[src/sv/phv_pkg.sv]
// shared types and constants for the program header validator
// no dependencies; imported by every module of the block
`timescale 1ns / 1ps

package phv_pkg;

  localparam int unsigned MAX_LOAD_DEF = 16;
  localparam int unsigned QDEPTH       = 2;

  localparam int unsigned CFG_IW = 8;
  localparam logic [CFG_IW-1:0] CFG_IMAGE_BYTES    = CFG_IW'(0);
  localparam logic [CFG_IW-1:0] CFG_INTERP_ALLOWED = CFG_IW'(1);

  localparam logic [31:0] SEG_LOAD    = 32'h0000_0001;
  localparam logic [31:0] SEG_DYNAMIC = 32'h0000_0002;
  localparam logic [31:0] SEG_INTERP  = 32'h0000_0003;
  localparam logic [31:0] SEG_STACK   = 32'h6474_e551;

  localparam logic [31:0] PERM_X = 32'h0000_0001;
  localparam logic [31:0] PERM_W = 32'h0000_0002;
  localparam logic [31:0] PERM_R = 32'h0000_0004;

  localparam logic [63:0] DYN_ENTRY_MASK = 64'h0000_0000_0000_000f;

  typedef enum logic [1:0] {
    ERR_NONE    = 2'd0,
    ERR_SEGMENT = 2'd1,
    ERR_POLICY  = 2'd2,
    ERR_DYNAMIC = 2'd3
  } phv_err_e;

  typedef enum logic [2:0] {
    KIND_OTHER,
    KIND_LOAD,
    KIND_DYNAMIC,
    KIND_INTERP,
    KIND_STACK
  } phv_kind_e;

  typedef struct packed {
    logic [31:0] seg_kind;
    logic [31:0] seg_perm;
    logic [63:0] file_pos;
    logic [63:0] virt_addr;
    logic [63:0] phys_addr;
    logic [63:0] file_len;
    logic [63:0] mem_len;
    logic [63:0] alignment;
    logic        last_header;
  } phv_in_t;

  typedef struct packed {
    logic [1:0] status;
    logic [4:0] load_total;
    logic [4:0] writable_total;
    logic [4:0] exec_total;
    logic [4:0] wx_total;
    logic       saw_interp;
    logic       saw_dynamic;
    logic       saw_stack;
    logic       image_done;
  } phv_out_t;

  typedef struct packed {
    logic [63:0] image_bytes;
    logic        interp_allowed;
  } phv_cfg_t;

  // outcome of the stateless checks on one header
  typedef struct packed {
    phv_kind_e kind;
    logic      load_ok;
    logic      interp_ok;
    logic      dyn_ok;
    logic      stack_ok;
    logic      perm_w;
    logic      perm_x;
    logic      last;
  } phv_class_t;

endpackage

[src/sv/phv_front.sv]
// front end: accepts headers and runs the stateless field checks
// depends on phv_pkg
`timescale 1ns / 1ps

module phv_front import phv_pkg::*; (
  input  phv_cfg_t   cfg_i,
  input  logic       in_valid_i,
  output logic       in_ready_o,
  input  phv_in_t    in_data_i,
  input  logic       q_full_i,
  output logic       q_push_o,
  output phv_class_t q_data_o
);

  logic [63:0] room;
  logic        fits;
  logic [63:0] al_m1;
  logic        al_pow2;
  logic [63:0] va_diff;
  logic        align_bad;
  logic        stack_zero;

  assign in_ready_o = !q_full_i;
  assign q_push_o   = in_valid_i && !q_full_i;

  always_comb begin
    room       = cfg_i.image_bytes - in_data_i.file_pos;
    fits       = (in_data_i.file_pos <= cfg_i.image_bytes) && (in_data_i.file_len <= room);
    al_m1      = in_data_i.alignment - 64'd1;
    al_pow2    = (in_data_i.alignment != 64'd0) && ((in_data_i.alignment & al_m1) == 64'd0);
    va_diff    = in_data_i.virt_addr - in_data_i.file_pos;
    align_bad  = (in_data_i.alignment > 64'd1) && (!al_pow2 || ((va_diff & al_m1) != 64'd0));
    stack_zero = (in_data_i.file_pos == 64'd0) && (in_data_i.virt_addr == 64'd0) &&
                 (in_data_i.phys_addr == 64'd0) && (in_data_i.file_len == 64'd0) &&
                 (in_data_i.mem_len == 64'd0);

    case (in_data_i.seg_kind)
      SEG_LOAD:    q_data_o.kind = KIND_LOAD;
      SEG_DYNAMIC: q_data_o.kind = KIND_DYNAMIC;
      SEG_INTERP:  q_data_o.kind = KIND_INTERP;
      SEG_STACK:   q_data_o.kind = KIND_STACK;
      default:     q_data_o.kind = KIND_OTHER;
    endcase

    q_data_o.load_ok   = (in_data_i.file_len <= in_data_i.mem_len) && fits && !align_bad;
    q_data_o.interp_ok = cfg_i.interp_allowed && fits;
    q_data_o.dyn_ok    = fits && ((in_data_i.file_len & DYN_ENTRY_MASK) == 64'd0);
    q_data_o.stack_ok  = (in_data_i.seg_perm == (PERM_R | PERM_W)) && stack_zero &&
                         ((in_data_i.alignment == 64'd0) || al_pow2);
    q_data_o.perm_w    = (in_data_i.seg_perm & PERM_W) != 32'd0;
    q_data_o.perm_x    = (in_data_i.seg_perm & PERM_X) != 32'd0;
    q_data_o.last      = in_data_i.last_header;
  end

endmodule

[src/sv/phv_queue.sv]
// short register queue of classified headers between front and back
// depends on phv_pkg
`timescale 1ns / 1ps

module phv_queue import phv_pkg::*; (
  input  logic       clk_i,
  input  logic       rst_ni,
  input  logic       push_i,
  input  phv_class_t push_data_i,
  output logic       full_o,
  input  logic       pop_i,
  output logic       valid_o,
  output phv_class_t pop_data_o
);

  localparam int unsigned PW = (QDEPTH > 1) ? $clog2(QDEPTH) : 1;
  localparam int unsigned CW = $clog2(QDEPTH + 1);

  phv_class_t          mem_q [QDEPTH];
  logic [PW-1:0]       wr_ptr_q, wr_ptr_d;
  logic [PW-1:0]       rd_ptr_q, rd_ptr_d;
  logic [CW-1:0]       count_q, count_d;

  assign full_o     = count_q == CW'(QDEPTH);
  assign valid_o    = count_q != CW'(0);
  assign pop_data_o = mem_q[rd_ptr_q];

  always_comb begin
    wr_ptr_d = wr_ptr_q;
    rd_ptr_d = rd_ptr_q;
    count_d  = count_q;
    if (push_i) begin
      wr_ptr_d = (wr_ptr_q == PW'(QDEPTH - 1)) ? PW'(0) : wr_ptr_q + PW'(1);
    end
    if (pop_i) begin
      rd_ptr_d = (rd_ptr_q == PW'(QDEPTH - 1)) ? PW'(0) : rd_ptr_q + PW'(1);
    end
    if (push_i && !pop_i) begin
      count_d = count_q + CW'(1);
    end else if (pop_i && !push_i) begin
      count_d = count_q - CW'(1);
    end
  end

  always_ff @(posedge clk_i or negedge rst_ni) begin
    if (!rst_ni) begin
      wr_ptr_q <= '0;
      rd_ptr_q <= '0;
      count_q  <= '0;
    end else begin
      wr_ptr_q <= wr_ptr_d;
      rd_ptr_q <= rd_ptr_d;
      count_q  <= count_d;
    end
  end

  always_ff @(posedge clk_i) begin
    if (push_i) begin
      mem_q[wr_ptr_q] <= push_data_i;
    end
  end

endmodule

[src/sv/phv_back.sv]
// back end: applies a classified header to the image state, holds the result word
// depends on phv_pkg
`timescale 1ns / 1ps

module phv_back import phv_pkg::*; #(
  parameter int unsigned MAX_LOAD = MAX_LOAD_DEF
) (
  input  logic       clk_i,
  input  logic       rst_ni,
  input  logic       q_valid_i,
  input  phv_class_t q_data_i,
  output logic       q_pop_o,
  output logic       out_valid_o,
  input  logic       out_ready_i,
  output phv_out_t   out_data_o
);

  localparam int unsigned NW = $clog2(MAX_LOAD + 1);
  localparam int unsigned CW = (NW > 5) ? NW : 5;

  logic [CW-1:0] load_q, load_d;
  logic [CW-1:0] wr_q, wr_d;
  logic [CW-1:0] ex_q, ex_d;
  logic [CW-1:0] wx_q, wx_d;
  logic          interp_q, interp_d;
  logic          dyn_q, dyn_d;
  logic          stack_q, stack_d;
  phv_err_e      err_q, err_d;
  logic          out_valid_q;
  phv_out_t      out_q, out_d;

  assign q_pop_o     = q_valid_i && (!out_valid_q || out_ready_i);
  assign out_valid_o = out_valid_q;
  assign out_data_o  = out_q;

  always_comb begin
    load_d   = load_q;
    wr_d     = wr_q;
    ex_d     = ex_q;
    wx_d     = wx_q;
    interp_d = interp_q;
    dyn_d    = dyn_q;
    stack_d  = stack_q;
    err_d    = err_q;

    if (err_q == ERR_NONE) begin
      case (q_data_i.kind)
        KIND_LOAD: begin
          if (!q_data_i.load_ok) begin
            err_d = ERR_SEGMENT;
          end else if (load_q >= CW'(MAX_LOAD)) begin
            err_d = ERR_POLICY;
          end else begin
            load_d = load_q + CW'(1);
            if (q_data_i.perm_w) wr_d = wr_q + CW'(1);
            if (q_data_i.perm_x) ex_d = ex_q + CW'(1);
            if (q_data_i.perm_w && q_data_i.perm_x) wx_d = wx_q + CW'(1);
          end
        end
        KIND_INTERP: begin
          if (interp_q || !q_data_i.interp_ok) err_d = ERR_POLICY;
          else interp_d = 1'b1;
        end
        KIND_DYNAMIC: begin
          if (dyn_q || !q_data_i.dyn_ok) err_d = ERR_DYNAMIC;
          else dyn_d = 1'b1;
        end
        KIND_STACK: begin
          if (stack_q || !q_data_i.stack_ok) err_d = ERR_POLICY;
          else stack_d = 1'b1;
        end
        default: ;
      endcase
    end

    // final header of an image without any load segment
    if (q_data_i.last && (err_d == ERR_NONE) && (load_d == CW'(0))) begin
      err_d = ERR_SEGMENT;
    end

    out_d.status         = err_d;
    out_d.load_total     = load_d[4:0];
    out_d.writable_total = wr_d[4:0];
    out_d.exec_total     = ex_d[4:0];
    out_d.wx_total       = wx_d[4:0];
    out_d.saw_interp     = interp_d;
    out_d.saw_dynamic    = dyn_d;
    out_d.saw_stack      = stack_d;
    out_d.image_done     = q_data_i.last;

    if (q_data_i.last) begin
      load_d   = '0;
      wr_d     = '0;
      ex_d     = '0;
      wx_d     = '0;
      interp_d = 1'b0;
      dyn_d    = 1'b0;
      stack_d  = 1'b0;
      err_d    = ERR_NONE;
    end
  end

  always_ff @(posedge clk_i or negedge rst_ni) begin
    if (!rst_ni) begin
      load_q      <= '0;
      wr_q        <= '0;
      ex_q        <= '0;
      wx_q        <= '0;
      interp_q    <= 1'b0;
      dyn_q       <= 1'b0;
      stack_q     <= 1'b0;
      err_q       <= ERR_NONE;
      out_valid_q <= 1'b0;
    end else begin
      if (q_pop_o) begin
        load_q   <= load_d;
        wr_q     <= wr_d;
        ex_q     <= ex_d;
        wx_q     <= wx_d;
        interp_q <= interp_d;
        dyn_q    <= dyn_d;
        stack_q  <= stack_d;
        err_q    <= err_d;
      end
      if (q_pop_o) begin
        out_valid_q <= 1'b1;
      end else if (out_ready_i) begin
        out_valid_q <= 1'b0;
      end
    end
  end

  always_ff @(posedge clk_i) begin
    if (q_pop_o) begin
      out_q <= out_d;
    end
  end

  a_count_order: assert property (@(posedge clk_i) disable iff (!rst_ni)
    (wx_q <= wr_q) && (wx_q <= ex_q) && (wr_q <= load_q) && (ex_q <= load_q))
    else $error("permission counts exceed load count");

  a_load_limit: assert property (@(posedge clk_i) disable iff (!rst_ni)
    load_q <= CW'(MAX_LOAD))
    else $error("load count above limit");

  a_clear_on_last: assert property (@(posedge clk_i) disable iff (!rst_ni)
    (q_pop_o && q_data_i.last) |=> (load_q == CW'(0)) && (err_q == ERR_NONE) &&
                                   !interp_q && !dyn_q && !stack_q)
    else $error("state not cleared after final header");

  a_error_sticks: assert property (@(posedge clk_i) disable iff (!rst_ni)
    (q_pop_o && (err_q != ERR_NONE) && !q_data_i.last) |=>
      (err_q == $past(err_q)) && (load_q == $past(load_q)))
    else $error("state changed after first error");

  a_no_overwrite: assert property (@(posedge clk_i) disable iff (!rst_ni)
    (out_valid_q && !out_ready_i) |-> !q_pop_o)
    else $error("pending result word overwritten");

endmodule

[src/sv/program_header_validator.sv]
// top level of the program header validator: configuration registers and wiring
// depends on phv_pkg, phv_front, phv_queue, phv_back
`timescale 1ns / 1ps

// Checks a stream of 64-bit program headers, one word per header, against the
// configured image size and returns one result word per header carrying the
// sticky first error and the running load/permission counts of the current
// image. The block sustains one header per clock while results are taken:
// the front end classifies a header in the cycle it is accepted and drops it
// into a two-entry queue, and the back end folds one queued header per cycle
// into the image state while its result word is free. Headers are accepted
// while the queue has room, so a waiting result word does not block input
// until the queue fills. Configuration (index 0 image size, index 1
// interpreter enable) is written through the plain write port; the user must
// write it only while the block is idle, which the block itself does not
// enforce. Writes to other indexes are ignored. The final header of an image
// reports, then returns all image state to reset, keeping the configuration.
module program_header_validator import phv_pkg::*; #(
  parameter int unsigned MAX_LOAD = MAX_LOAD_DEF
) (
  input  logic              clk_i,
  input  logic              rst_ni,
  input  logic              cfg_we_i,
  input  logic [CFG_IW-1:0] cfg_index_i,
  input  logic [63:0]       cfg_data_i,
  input  logic              in_valid_i,
  output logic              in_ready_o,
  input  phv_in_t           in_data_i,
  output logic              out_valid_o,
  input  logic              out_ready_i,
  output phv_out_t          out_data_o
);

  phv_cfg_t   cfg_q;
  logic       q_full;
  logic       q_push;
  phv_class_t q_wdata;
  logic       q_pop;
  logic       q_valid;
  phv_class_t q_rdata;

  always_ff @(posedge clk_i or negedge rst_ni) begin
    if (!rst_ni) begin
      cfg_q <= '0;
    end else if (cfg_we_i) begin
      case (cfg_index_i)
        CFG_IMAGE_BYTES:    cfg_q.image_bytes    <= cfg_data_i;
        CFG_INTERP_ALLOWED: cfg_q.interp_allowed <= cfg_data_i[0];
        default: ;
      endcase
    end
  end

  phv_front u_front (
    .cfg_i      (cfg_q),
    .in_valid_i (in_valid_i),
    .in_ready_o (in_ready_o),
    .in_data_i  (in_data_i),
    .q_full_i   (q_full),
    .q_push_o   (q_push),
    .q_data_o   (q_wdata)
  );

  phv_queue u_queue (
    .clk_i       (clk_i),
    .rst_ni      (rst_ni),
    .push_i      (q_push),
    .push_data_i (q_wdata),
    .full_o      (q_full),
    .pop_i       (q_pop),
    .valid_o     (q_valid),
    .pop_data_o  (q_rdata)
  );

  phv_back #(
    .MAX_LOAD (MAX_LOAD)
  ) u_back (
    .clk_i       (clk_i),
    .rst_ni      (rst_ni),
    .q_valid_i   (q_valid),
    .q_data_i    (q_rdata),
    .q_pop_o     (q_pop),
    .out_valid_o (out_valid_o),
    .out_ready_i (out_ready_i),
    .out_data_o  (out_data_o)
  );

endmodule
[config.mk]
export PLATFORM = sky130hd
export DESIGN_NAME = program_header_validator
export DESIGN_NICKNAME = d
export VERILOG_FILES = /design/src/sv/phv_pkg.sv /design/src/sv/phv_front.sv /design/src/sv/phv_queue.sv /design/src/sv/phv_back.sv /design/src/sv/program_header_validator.sv
export SDC_FILE = /design/constraint.sdc
export NUM_CORES = 1
export LEC_CHECK = 0
export BUFFER_PORTS_ARGS = -buffer_cell sky130_fd_sc_hd__buf_2
export CAP_MARGIN = 20
export CORE_AREA = 2 2 215 217
export CTS_CLUSTER_SIZE = 28
export DETAILED_ROUTE_END_ITERATION = 7
export DIE_AREA = 0 0 217 219
export GPL_ROUTABILITY_DRIVEN = 0
export PLACE_DENSITY_LB_ADDON = 0.12
export SLEW_MARGIN = 20
export SYNTH_ARGS = -nofsm -noshare
export SYNTH_HDL_FRONTEND = slang
export SYNTH_SLANG_ARGS = --single-unit
[constraint.sdc]
create_clock -name clk_i -period 11.4 [get_ports clk_i]
set_clock_uncertainty 0.1 [all_clocks]
set_input_delay 0.57 -clock clk_i [delete_from_list [all_inputs] [get_ports clk_i]]
set_output_delay 0.57 -clock clk_i [all_outputs]
set_load 0.02 [all_outputs]
# Yosys cells after proc, flatten, opt, wreduce, memory -nomap -nowiden
# Memories as Yosys holds them, arrays and structs flattened.
# Cells that the tools add are included.
# word_totals
ff_bits,121
ram_bits,20
inputBits,526
out_inout_bits,28
wordCells,160
n_memories,1
# memory_table
memory,depth,width,rd,rd_clocked_by_memory_dff,write_ports,line,text
u_queue.mem_q,2,10,1,0,1,phv_queue.sv:19,phv_class_t mem_q [QDEPTH];
# classes
n_addsub,11
magnitude_cmp,5
n_eq_ne,11
mux,53
n_bitwise,2
reduce_logical,54
# ops
operator,n
$logic_not 64->1,8
$le 64x64->1,3
$and 64x64->64,2
$reduce_bool 64->1,2
$sub 64x64->64,2
$mux 5,23
$eq 32x2->1 const B,2
$gt 64x1->1 const B,1
$sub 64x1->64 const B,1
$eq 32x1->1 const B,1
$eq 32x3->1 const B,1
$eq 32x31->1 const B,1
$add 5x1->5 const B,4
$logic_and 1x1->1,20
$mux 2,10
$mux 1,18
$pmux 3 s4,1
$logic_not 1->1,9
$eq 8x1->1 const B,1
$logic_not 8->1,1
$pmux 2 s4,1
$eq 3x2->1 const B,2
$logic_or 1x1->1,6
$reduce_bool 2->1,3
other kinds (10),13

# Depth between registers and ports, before layout
# An unclocked memory read counts as a cell.
# depth
word_depth,11
mapped_depth,29
depth_no_buf,29

# Cells and area by module
# Synthesis repeated with hierarchy kept, for this count alone.
# unflattened
hier_cells,2582
area_unflattened_um2,20742.4
# modules_own_cells
mod,n_inst,cells_each,area_each_um2
phv_front,1,2163,14656.6
phv_back,1,231,2663.8
program_header_validator,1,141,2472.4
phv_queue,1,47,949.7

# Worst setup path before layout
# No wires, ideal clock.
# synth_timing
path_type,input to register
from,input port in_data_i[329] in the netlist's numbering
to,"memory u_queue.mem_q[0][6] in the netlist's numbering, data pin"
setup_time_ns,0.136
arrival_time_ns,6.664
setup_slack_ns,4.500
cell_stages,27
path_cell_list,inv_1 > ha_1 > nand3_1 > or2_2 > a31oi_1 > nor4_1 > a311o_1 > or4_1 > nand4_1 > a31oi_1 > o21ai_0 > a211o_1 > a31oi_1 > xor2_1 > ha_1 > nand4_1 > nor4_1 > nand3_1 > o41a_1 > o2bb2ai_1 > nor4b_1 > o211ai_1 > nor4_1 > o2111ai_1 > or4_1 > nor4_1 > a2bb2o_1
# synth_lines
element,line,text
from (decl),program_header_validator.sv:28,"input phv_in_t in_data_i,"
to (decl),phv_queue.sv:19,

==> flow_summary.yaml <==
status:
  status: "finished clean"
drt:
  drc: 0
  drt_first_pass_iters: 5
  drt_iter0_drc: 2384
  viasPerCell: 6.32
  totalWireLength_um: 90300
  ant_nets: 0
  wl_per_cell_um: 24.9
  dr_total_vias: 22900
global_routing:
  grt_antenna_before_repair: 17
  grt_overflow: 0
  grt_usage_pct: 36.7
  grt_start_max_net_pins: 66
  grt_pass1_vias: 22300
  grt_pass1_wl_um: 130000
sta:
  timing.setup.tns_ns: 0
  post-route-period-util_pct: 70.1
  relSlewSlack_pct: 21.3
  period_minus_slack_ns: 7.99
  setup_viol: 0
  finalMaxSlewViolations: 0
  rsz0062_at_grt: "no"
  hold_viol_final: 0
  worst_pin_slew_ns: 1.17
  max_freq_ghz: 0.125
die:
  ios: 554
  initial_core_util_pct: 44.2
  die_h_um: 219
  coreArea_um2: 45100
  die_w_um: 217
  rows: 78
  die_area_um2: 47500
power:
  ir_drop_mv: 0.0825
  p_int_mw: 1.33
  switchingPower_mw: 1.03
  sequentialPowerShare_pct: 28.3
  leakage_nw: 11.4
  clock_power_share_pct: 23.3
  swShare_pct: 43.6
  cellPowerDensity_nw_per_um2: 99.1
  combPwrFrac_pct: 48.4
yosys:
  synth_area_per_cell_um2: 8.02
  synth_edf_count: 46
  synth.distinct_cells: 83
  syn_area_um2: 19900
  synth_seq_cells: 141
  syn-num-nets: 3337
  ys_warn_count: 0
  ys.flop_type: "dfrtp_1"
  seq_area_frac_synth_pct: 18.9
  postSynthCellCount: 2483
  async_flop_share_pct: 67.4
cells_and_area:
  drive_above_1_share_pct: 23.4
  areaGrowthSynthToFinish_pct: 19.6
  final_cell_mix: "552 x buf_2, 326 x ha_1, 191 x inv_1"
  nNetsFinal: 3849
  utilization_pct: 52.8
  fill_cells: 4405
  final_common_cell: "buf_2"
setup_path:
  crit_buf_inv: 2
  rr_startpoint: "cfg_q[1]"
  slowest_stage: "or4_1"
  crit_family: "compound AO/OA/AOI/OAI gates"
  crit_start: "cfg_q[1]"
  cp_max_fo: 3
  cpPeakStageDelay_ns: 0.54
  crit_path_end_kind: "register"
  crit_path_start_kind: "register"
  required_ns: 11.61
  crit_type: "reg -> reg"
  crit_arrival_ns: 8.21
clock_network:
  postCtsSetupBuffers: 0
  insertion_delay_ns: 0.45
  numCtsBuffers: 17
  clk_pin_slew_ns: 0.07
  clockRootBuffer: "clkbuf_16"
  ctsResizeCount: 0
  cts_hold_buf: 0
  max-clock-path-buffers: 2
  cts_tree: "done"
  htreeDepth: 4
  cts_sinks: 141
placed_design:
  io_buffers: 553
  dp_hpwl_um: 78300
worst_hold_path:
  hp-class: "in -> async"
flow_run:
  maxCapViolCount: 0
[worst paths after layout]
kind / endpoint / slack (ns) / cells after the start
min in group clk_i: u_queue.mem_q[0][0] / 0.22 / 1
worst min-delay path: cfg_q[18] / 0.05 / 1
worst max register to register: u_queue.mem_q[0][6] / 3.41 / 29
worst max-delay path: u_queue.mem_q[0][6] / 3.41 / 29
worst min register to register: u_queue.wr_ptr_q / 0.40 / 1
max in group asynchronous: u_back.wr_q[2] / 9.90 / 2
[cell families after synthesis]
group	Yosys count	share of synthesized area, %
AND/OR/NAND/NOR	903	24.1
AO/OA/AOI/OAI	643	21.0
adder cells (fa/ha/maj)	328	20.7
buffers and inverters	257	4.93
flip-flops	141	18.9
XOR/XNOR	116	5.10
multiplexers	95	5.27
[synthesized netlist by cell type, drive strengths merged (6+ instances only)]
cell type,instances,area (µm²)
a2111oi,10,93.8
a211o,9,78.8
a211oi,18,135
a21boi,11,82.6
a21o,71,533
a21oi,183,920
a221oi,7,61.3
a22o,15,131
a2bb2oi,6,52.6
a31o,6,52.6
a31oi,28,175
and2,17,106
and3,19,119
and4,9,78.8
buf,11,57.6
clkbuf,54,203
dfrtp,95,2380
edfxtp,46,1380
ha,326,4080
inv,192,721
mux2,78,878
mux2i,17,170
nand2,189,712
nand2b,22,138
nand3,57,285
nand3b,12,90.1
nand4,114,713
nor2,153,577
nor2b,21,131
nor3,53,265
nor3b,9,67.6
nor4,143,907
o2111ai,7,61.3
o211ai,20,150
o21a,22,165
o21ai,134,671
o21bai,19,143
o221ai,7,61.3
o31ai,16,120
or2,15,93.8
or3,32,200
or4,19,143
xnor2,60,526
xor2,56,490
[stage by stage]
step	total power, mW	instance area, µm²	setup slack (ns)	hold WS (ns)	instances
finish	2.36	23800	3.41	0.0483	3623
floorplan	1.35	19900	4.50	0.174	2483
global route	2.49	23800	2.88	0.0801	3621
global placement	1.77	23200	3.52	0.378	3576
CTS	2.34	23800	3.55	0.0528	3608
detailed placement	1.79	23200	3.21	0.384	3576
[flip-flops by register name, indices dropped and copies added (netlist names), 2 cells and up]
signal,flops
u_queue.count_q,2
u_back.out_data_o,26
u_back.wr_q,5
u_back.wx_q,5
u_back.load_q,5
u_queue.mem_q,20
u_back.err_q,2
u_back.ex_q,5
cfg_q,65
[power groups by stage]
stage / Combinational [mW] / Sequential [mW] / Clock [mW]
finish: 1.14 / 0.668 / 0.549
CTS: 1.11 / 0.668 / 0.557
global route: 1.24 / 0.676 / 0.575
floorplan: 0.650 / 0.705 / 0
detailed placement: 1.11 / 0.678 / 0
global placement: 1.09 / 0.675 / 0
[cell type report]
class	instances	area, µm²	area share, %
inverters	192	721	3.03
flip-flops and latches	141	3760	15.8
repair buffers	558	2810	11.8
multi-input cells	2085	15200	63.8
clock inverters	14	124	0.520
clock buffers	18	429	1.80
diodes	15	37.5	0.158
well taps	600	751	3.15
[layer usage]
metal,routed length (µm),GRT usage [%]
met2,41300,60.4
met3,7140,6.24
met1,34900,43.4
met4,7000,26.0
met5,13,0
Power figures use the tool's default switching activity.
